$ cat config.mk
export PLATFORM = sky130hd
export DESIGN_NAME = rgb_timed_crossfade_top
export DESIGN_NICKNAME = d
export VERILOG_FILES = /design/src/rtl/rtc_pkg.sv /design/src/rtl/rtc_div.sv /design/src/rtl/rgb_timed_crossfade_top.sv
export SDC_FILE = /design/constraint.sdc
export NUM_CORES = 1
export LEC_CHECK = 0
export BUFFER_PORTS_ARGS = -buffer_cell sky130_fd_sc_hd__buf_2
export CAP_MARGIN = 20
export CELL_PAD_IN_SITES_DETAIL_PLACEMENT = 1
export CELL_PAD_IN_SITES_GLOBAL_PLACEMENT = 1
export CORE_MARGIN = 2
export CORE_UTILIZATION = 51
export CTS_BUF_LIST = sky130_fd_sc_hd__clkbuf_8
export DETAILED_ROUTE_END_ITERATION = 10
export MAX_ROUTING_LAYER = met4
export PLACE_DENSITY_LB_ADDON = 0.1
export SETUP_SLACK_MARGIN = 0.15
export SLEW_MARGIN = 20
export SYNTH_ARGS = -nofsm -noshare
export SYNTH_HDL_FRONTEND = slang
export SYNTH_SLANG_ARGS = --single-unit
$ cat constraint.sdc
create_clock -name clock -period 13.9 [get_ports clock]
set_input_delay 1.39 -clock clock [delete_from_list [all_inputs] [get_ports clock]]
set_output_delay 1.39 -clock clock [all_outputs]
set_load 0.05 [all_outputs]
$ cat src/rtl/rtc_pkg.sv
// Shared types and constants for the timed RGB crossfade block.
package rtc_pkg;

   localparam int COLOUR_BITS      = 16;
   localparam int LEVEL_BITS       = 10;
   localparam int NUM_CHANNELS     = 3;
   localparam int CHAN_BITS        = 2;
   localparam int SCALE_BITS       = COLOUR_BITS + LEVEL_BITS;
   localparam logic [COLOUR_BITS-1:0] COLOUR_MAX = 16'hFFFF;
   localparam logic [LEVEL_BITS-1:0] FULL_SCALE_RESET = 10'd500;
   localparam logic [CHAN_BITS-1:0] LAST_CHANNEL = 2'd2;

   localparam logic KIND_START = 1'b0;
   localparam logic KIND_TICK  = 1'b1;

   typedef logic [COLOUR_BITS-1:0] colour_type;
   typedef logic [LEVEL_BITS-1:0]  level_type;

   typedef struct packed {
      logic busy;
      logic done;
   } div_status_type;

endpackage

$ cat src/rtl/rtc_div.sv
// Iterative restoring divider that yields a 16-bit quotient, one bit per cycle.
module rtc_div #(
   parameter int TIME_BITS = 12
) (
   input  logic                                clock,
   input  logic                                reset,
   input  logic                                start,
   input  logic [TIME_BITS+rtc_pkg::COLOUR_BITS-1:0] dividend,
   input  logic [TIME_BITS-1:0]                divisor,
   output rtc_pkg::colour_type                 quotient,
   output rtc_pkg::div_status_type             status
);
   import rtc_pkg::*;

   localparam int CW = $clog2(COLOUR_BITS + 1);

   logic [TIME_BITS-1:0]   rem_ff;
   logic [COLOUR_BITS-1:0] low_ff;
   logic [COLOUR_BITS-1:0] quot_ff;
   logic [TIME_BITS-1:0]   div_ff;
   logic [CW-1:0]          cnt_ff;
   logic                   busy_ff;
   logic                   done_ff;

   logic [TIME_BITS:0]     trial;
   logic [TIME_BITS:0]     trial_sub;
   logic                   qbit;

   assign trial     = {rem_ff, low_ff[COLOUR_BITS-1]};
   assign trial_sub = trial - {1'b0, div_ff};
   assign qbit      = (trial >= {1'b0, div_ff});

   always_ff @(posedge clock) begin
      if (reset) begin
         busy_ff <= 1'b0;
         done_ff <= 1'b0;
         cnt_ff  <= '0;
      end else begin
         done_ff <= 1'b0;
         if (start) begin
            rem_ff  <= dividend[TIME_BITS+COLOUR_BITS-1:COLOUR_BITS];
            low_ff  <= dividend[COLOUR_BITS-1:0];
            div_ff  <= divisor;
            quot_ff <= '0;
            cnt_ff  <= CW'(COLOUR_BITS);
            busy_ff <= 1'b1;
         end else if (busy_ff) begin
            rem_ff  <= qbit ? trial_sub[TIME_BITS-1:0] : trial[TIME_BITS-1:0];
            low_ff  <= {low_ff[COLOUR_BITS-2:0], 1'b0};
            quot_ff <= {quot_ff[COLOUR_BITS-2:0], qbit};
            cnt_ff  <= cnt_ff - CW'(1);
            if (cnt_ff == CW'(1)) begin
               busy_ff <= 1'b0;
               done_ff <= 1'b1;
            end
         end
      end
   end

   assign quotient    = quot_ff;
   assign status.busy = busy_ff;
   assign status.done = done_ff;

endmodule

$ cat src/rtl/rgb_timed_crossfade_top.sv
// Top level of the timed RGB crossfade: sequencer, scaling and stream ports.
//
// Each request transfer is either a scene start (tuser 0) or a time tick
// (tuser 1). A start or a tick while a scene runs yields one response with
// three 10-bit levels; a tick while idle yields none. During a fade each
// channel is computed one after the other through a single 16-step restoring
// divider and then scaled, so the request side stays busy until all three
// levels of a fading item are done. While holding, each channel skips the
// divider and is only scaled, and the request side is likewise busy until
// the holding item is done. A tick while idle is dropped in its own cycle
// and the request side stays ready. A response still waiting in the output
// register stalls the last step until it is taken, and no request is taken
// meanwhile. The full-scale register is written through the csr channel,
// which is always ready.
module rgb_timed_crossfade_top #(
   parameter int TIME_BITS = 12
) (
   input  logic         clock,
   input  logic         reset,
   input  logic         req_tvalid,
   output logic         req_tready,
   // prev_red, prev_green, prev_blue, next_red, next_green, next_blue,
   // scene_length, fade_length
   input  logic [119:0] req_tdata,
   // kind
   input  logic         req_tuser,
   output logic         rsp_tvalid,
   input  logic         rsp_tready,
   // red_level, green_level, blue_level, two zero bits
   output logic [31:0]  rsp_tdata,
   // in_fade
   output logic         rsp_tuser,
   output logic         rsp_tlast,
   input  logic         csr_valid,
   output logic         csr_ready,
   input  logic [9:0]   csr_data
);
   import rtc_pkg::*;

   localparam int PROD_BITS = TIME_BITS + COLOUR_BITS;

   typedef enum logic [2:0] {
      IDLE,
      PRODUCT,
      DIV_START,
      DIV_WAIT,
      SCALE_MUL,
      SCALE_FIX,
      FINISH
   } state_type;

   state_type              state_ff;
   logic                   running_ff;
   level_type              full_scale_ff;
   colour_type             start_ff [NUM_CHANNELS];
   colour_type             end_ff [NUM_CHANNELS];
   level_type              level_ff [NUM_CHANNELS];
   logic [TIME_BITS-1:0]   total_ff;
   logic [TIME_BITS-1:0]   fade_ff;
   logic [TIME_BITS-1:0]   elapsed_ff;
   logic [CHAN_BITS-1:0]   ch_ff;
   logic                   neg_ff;
   logic [PROD_BITS-1:0]   prod_ff;
   colour_type             value_ff;
   logic [SCALE_BITS-1:0]  sprod_ff;
   logic                   rsp_valid_ff;
   level_type              rsp_level_ff [NUM_CHANNELS];
   logic                   rsp_fade_ff;
   logic                   rsp_last_ff;

   logic [TIME_BITS-1:0]   req_scene;
   logic [TIME_BITS-1:0]   req_fade;
   logic                   req_accept;
   logic                   rsp_load;
   logic                   fading;
   logic [COLOUR_BITS:0]   diff;
   colour_type             mag;
   logic [PROD_BITS-1:0]   prod_in;
   colour_type             quotient;
   div_status_type         div_status;
   logic [COLOUR_BITS:0]   signed_q;
   logic [COLOUR_BITS:0]   value_in;
   logic [SCALE_BITS-1:0]  sprod_in;
   level_type              scale_q0;
   logic [COLOUR_BITS:0]   scale_rem;
   level_type              level_in;

   assign req_scene  = TIME_BITS'(req_tdata[107:96]);
   assign req_fade   = TIME_BITS'(req_tdata[119:108]);
   assign req_tready = (state_ff == IDLE);
   assign req_accept = req_tvalid && req_tready;
   assign csr_ready  = 1'b1;
   assign rsp_load   = (state_ff == FINISH) && (!rsp_valid_ff || rsp_tready);

   assign fading  = (elapsed_ff < fade_ff);
   assign diff    = {1'b0, end_ff[ch_ff]} - {1'b0, start_ff[ch_ff]};
   assign mag     = diff[COLOUR_BITS] ? COLOUR_BITS'(-diff) : diff[COLOUR_BITS-1:0];
   assign prod_in = PROD_BITS'(elapsed_ff) * PROD_BITS'(mag);

   rtc_div #(
      .TIME_BITS(TIME_BITS)
   ) u_div (
      .clock    (clock),
      .reset    (reset),
      .start    (state_ff == DIV_START),
      .dividend (prod_ff),
      .divisor  (fade_ff),
      .quotient (quotient),
      .status   (div_status)
   );

   assign signed_q  = neg_ff ? -{1'b0, quotient} : {1'b0, quotient};
   assign value_in  = {1'b0, start_ff[ch_ff]} + signed_q;
   assign sprod_in  = SCALE_BITS'(value_ff) * SCALE_BITS'(full_scale_ff);
   assign scale_q0  = sprod_ff[SCALE_BITS-1:COLOUR_BITS];
   assign scale_rem = {1'b0, sprod_ff[COLOUR_BITS-1:0]} + (COLOUR_BITS+1)'(scale_q0);
   assign level_in  = scale_q0 + LEVEL_BITS'(scale_rem >= {1'b0, COLOUR_MAX});

   always_ff @(posedge clock) begin
      if (reset) begin
         state_ff      <= IDLE;
         running_ff    <= 1'b0;
         full_scale_ff <= FULL_SCALE_RESET;
         rsp_valid_ff  <= 1'b0;
         total_ff      <= '0;
         fade_ff       <= '0;
         elapsed_ff    <= '0;
         ch_ff         <= '0;
      end else begin
         if (csr_valid) begin
            full_scale_ff <= csr_data;
         end
         if (rsp_load) begin
            rsp_valid_ff <= 1'b1;
         end else if (rsp_valid_ff && rsp_tready) begin
            rsp_valid_ff <= 1'b0;
         end
         unique case (state_ff)
            IDLE: begin
               if (req_accept) begin
                  ch_ff <= '0;
                  if (req_tuser == KIND_START) begin
                     start_ff[0] <= req_tdata[15:0];
                     start_ff[1] <= req_tdata[31:16];
                     start_ff[2] <= req_tdata[47:32];
                     end_ff[0]   <= req_tdata[63:48];
                     end_ff[1]   <= req_tdata[79:64];
                     end_ff[2]   <= req_tdata[95:80];
                     total_ff    <= req_scene;
                     fade_ff     <= (req_fade > req_scene) ? req_scene : req_fade;
                     elapsed_ff  <= '0;
                     running_ff  <= 1'b1;
                     state_ff    <= PRODUCT;
                  end else if (running_ff) begin
                     elapsed_ff <= elapsed_ff + TIME_BITS'(1);
                     state_ff   <= PRODUCT;
                  end
               end
            end
            PRODUCT: begin
               if (fading) begin
                  prod_ff  <= prod_in;
                  neg_ff   <= diff[COLOUR_BITS];
                  state_ff <= DIV_START;
               end else begin
                  value_ff <= end_ff[ch_ff];
                  state_ff <= SCALE_MUL;
               end
            end
            DIV_START: begin
               state_ff <= DIV_WAIT;
            end
            DIV_WAIT: begin
               if (div_status.done) begin
                  value_ff <= value_in[COLOUR_BITS-1:0];
                  state_ff <= SCALE_MUL;
               end
            end
            SCALE_MUL: begin
               sprod_ff <= sprod_in;
               state_ff <= SCALE_FIX;
            end
            SCALE_FIX: begin
               level_ff[ch_ff] <= level_in;
               if (ch_ff == LAST_CHANNEL) begin
                  state_ff <= FINISH;
               end else begin
                  ch_ff    <= ch_ff + CHAN_BITS'(1);
                  state_ff <= PRODUCT;
               end
            end
            FINISH: begin
               if (rsp_load) begin
                  rsp_level_ff[0] <= level_ff[0];
                  rsp_level_ff[1] <= level_ff[1];
                  rsp_level_ff[2] <= level_ff[2];
                  rsp_fade_ff     <= fading;
                  rsp_last_ff     <= (elapsed_ff >= total_ff);
                  if (elapsed_ff >= total_ff) begin
                     running_ff <= 1'b0;
                  end
                  state_ff <= IDLE;
               end
            end
            default: begin
               state_ff <= IDLE;
            end
         endcase
      end
   end

   assign rsp_tvalid = rsp_valid_ff;
   assign rsp_tdata  = {2'b00, rsp_level_ff[2], rsp_level_ff[1], rsp_level_ff[0]};
   assign rsp_tuser  = rsp_fade_ff;
   assign rsp_tlast  = rsp_last_ff;

   a_elapsed_bound: assert property (@(posedge clock) disable iff (reset)
      elapsed_ff <= total_ff)
      else $error("elapsed count passed the scene length");

   a_fade_clamped: assert property (@(posedge clock) disable iff (reset)
      fade_ff <= total_ff)
      else $error("fade length exceeds the scene length");

   a_div_done_waited: assert property (@(posedge clock) disable iff (reset)
      div_status.done |-> (state_ff == DIV_WAIT))
      else $error("divider finished outside the wait state");

   a_start_busy: assert property (@(posedge clock) disable iff (reset)
      (req_accept && req_tuser == KIND_START) |=> !req_tready)
      else $error("scene start transfer did not occupy the sequencer");

endmodule
==> flow_summary.json <==
{
  "setup_violations": 0,
  "rows": 85,
  "hold_buffers": 0,
  "synth-edff-count": 285,
  "ctsResizeCount": 0,
  "worstSetupEndpointType": "flip-flop",
  "synthTopCellsByCount": "nand2_1, inv_1, edfxtp_1",
  "power.leakage_uw": 0.01370,
  "dp_hpwl_mm": 59.17,
  "clock_latency_ps": 690,
  "cap_violations": 0,
  "yosys.area.top_type": "edfxtp_1",
  "htreeDepth": 2,
  "synth_warnings": 0,
  "status": "finished clean",
  "grt_max_degree": 97,
  "period_share_pct": 81.84,
  "hp-class": "reg2reg",
  "clockBufferDepth": 3,
  "wirelength_mm": 75.43,
  "required_ps": 14300,
  "synth_top_area_share_pct": 30.77,
  "layout-drive-gt1-share_pct": 11.01,
  "cts_setup_buffers": 0,
  "rsz0062_at_grt": "no",
  "cpPeakStageDelay_ps": 1020,
  "clock-root-buffer": "clkbuf_8",
  "fp.dieH_um": 237.5,
  "powerDensity_nw_per_um2": 154.7,
  "post_drt_wl_per_cell_um": 20.92,
  "cts_tree": "yes",
  "hold_slack_ps": 411.2,
  "syn_to_final_growth_pct": 10.03,
  "n_fill_cell": 5974,
  "crit_path_frequent_cell": "fa_1",
  "ioPinCount": 173,
  "synth_most_common_cell": "nand2_1",
  "slew_viol_final": 0,
  "post-route-util_pct": 56.76,
  "synth_area_per_cell_um2": 10.22,
  "skew_ps": 52.24,
  "startpoint_type": "flip-flop",
  "syn_area_um2": 27810,
  "fin_ws_ps": 2524,
  "first_iter_violations": 935,
  "async_flop_share_pct": 0,
  "critPathMaxFanout": 32,
  "cts_buffers": 58,
  "path_clk_slew_ps": 70,
  "final-hold-violation-count": 0,
  "fp.dieW_um": 237.5,
  "vias": 20106,
  "fmax_ghz": 0.08790,
  "ys_seq_area_share_pct": 35.23,
  "max_slew_margin_pct": 26.10,
  "grt_pass1_wl_mm": 121.1,
  "grt_pass1_vias": 22293,
  "nets": 3474,
  "floorplan.initialDensity_pct": 51.58,
  "ys_ff_latch": 347,
  "die_area_um2": 56420,
  "setup_tns_ps": 0,
  "gr-total-overflow": 0,
  "worstMarginPinSlew_ps": 1101,
  "seqCellArea_um2": 9802,
  "ant_nets": 0,
  "antenna_found_initial": 4,
  "first_pass_iters": 5,
  "grt_use_total_pct": 28.38,
  "vias_per_cell": 5.576,
  "synth_area_leaders": "edfxtp_1, fa_1, ha_1, nand2_1, inv_1",
  "port_buffers": 169,
  "ys.flop_type": "edfxtp_1",
  "crit_arrival_ps": 11780,
  "gp_congestion": 0.9243,
  "dp_slack_ps": 2538,
  "irDropWorstVdd_uv": 188.4,
  "yosysUniqueCellTypes": 74,
  "syn_inst": 2721,
  "clock-sinks": 347,
  "coreArea_um2": 53920,
  "cp_slowest_cell": "dfxtp_2",
  "fin_crit_ps": 11380,
  "multi_input_area_um2": 16310,
  "critical_path_class": "reg2reg",
  "drc": 0
}
sequential cells by signal, indices dropped and copies added, names as in the netlist, 12 cells and up, named ones only:
signal / count
u_div.quotient: 16
u_div.low_ff: 16
total_ff: 12
sprod_ff: 26
elapsed_ff: 12
prod_ff: 28
value_ff: 16
rsp_level_ff: 30
u_div.div_ff: 12
level_ff: 30
start_ff: 48
fade_ff: 12
u_div.rem_ff: 12
end_ff: 48
cells by family after synthesis:
logic type	Yosys count	synth area share [%]
adders and majority gates	479	28.40
other	2	0.02700
AOI/OAI and AO/OA	358	8.331
DFF	347	35.23
buffers and inverters	476	6.559
and+or+nand+nor	871	15.21
muxes	68	2.461
xor gates and xnor gates	120	3.779
path summary, 6_finish.rpt:
| check | startpoint | endpoint | slack, ps | cells after the start |
|---|---|---|---|---|
| min | level_ff[1][3] | rsp_level_ff[0][13] | 410 | 0 |
| min reg2reg | level_ff[1][3] | rsp_level_ff[0][13] | 410 | 0 |
| max | flip-flop | prod_ff[27] | 2520 | 31 |
| max reg2reg | flip-flop | prod_ff[27] | 2520 | 31 |
metal layers:
layer	global-route usage [%]	routed length (µm)	vias up	share of wire [%]
met1	33.89	31570	10252	42
met5	-	0	-	0
li1	-	-	9313	-
met2	50.15	38600	400	51
met3	3.321	2833	141	3.8
met4	9.148	2426	0	3.2
cell type report:
class	count	area share, %
Antenna cell	3	0.02453
Clock buffer	60	2.698
Clock inverter	48	1.251
Inverter	354	4.342
Multi-Input combinational cell	1899	53.30
Sequential cell	347	32.03
Tap cell	696	2.846
Timing Repair Buffer	199	3.512
critical path: cells and delay by family, from the launching register on:
| kind | cells | cell delay (ps) |
|---|---|---|
| compound gates | 13 | 4490 |
| xor+xnor | 1 | 930 |
| fa+ha+maj | 8 | 3420 |
| buf+inv | 2 | 100 |
| flops | 1 | 1020 |
| mux | 2 | 580 |
| simple gates | 5 | 560 |
metrics by stage:
stage	power, µW	std cells	cell area [µm²]
2_1_floorplan	3118	2722	27820
3_3_place_gp	3680	3495	29330
3_5_place_dp	3777	3495	29350
4_1_cts	4761	3603	30550
5_1_grt	5085	3606	30600
6_report	4733	3606	30600
placed cells by master (no fill, tap or decap), types with 13 or more instances in the layout:
cell type / instances
edfxtp_1: 285
xor2_1: 33
and3_1: 19
nand2b_1: 35
a21oi_1: 97
and2_1: 139
nand4_1: 18
nand2_1: 371
a211oi_1: 19
a21o_1: 37
ha_1: 225
o21a_1: 25
clkbuf_8: 60
o21ai_0: 92
buf_4: 29
xnor2_1: 82
inv_1: 377
mux2i_1: 65
dfxtp_1: 60
fa_1: 254
nand3_1: 29
nor2b_1: 42
o31ai_1: 13
nor3_1: 40
nor2_1: 113
buf_2: 169
where the power goes:
part | internal, µW | total, µW | switching, µW
sequential | 1350 | 1440 | 90.1
combinational | 922 | 2340 | 1420
clock | 515 | 956 | 441
total | 2790 | 4730 | 1950
Note: power is estimated with default switching activity, not from simulation.
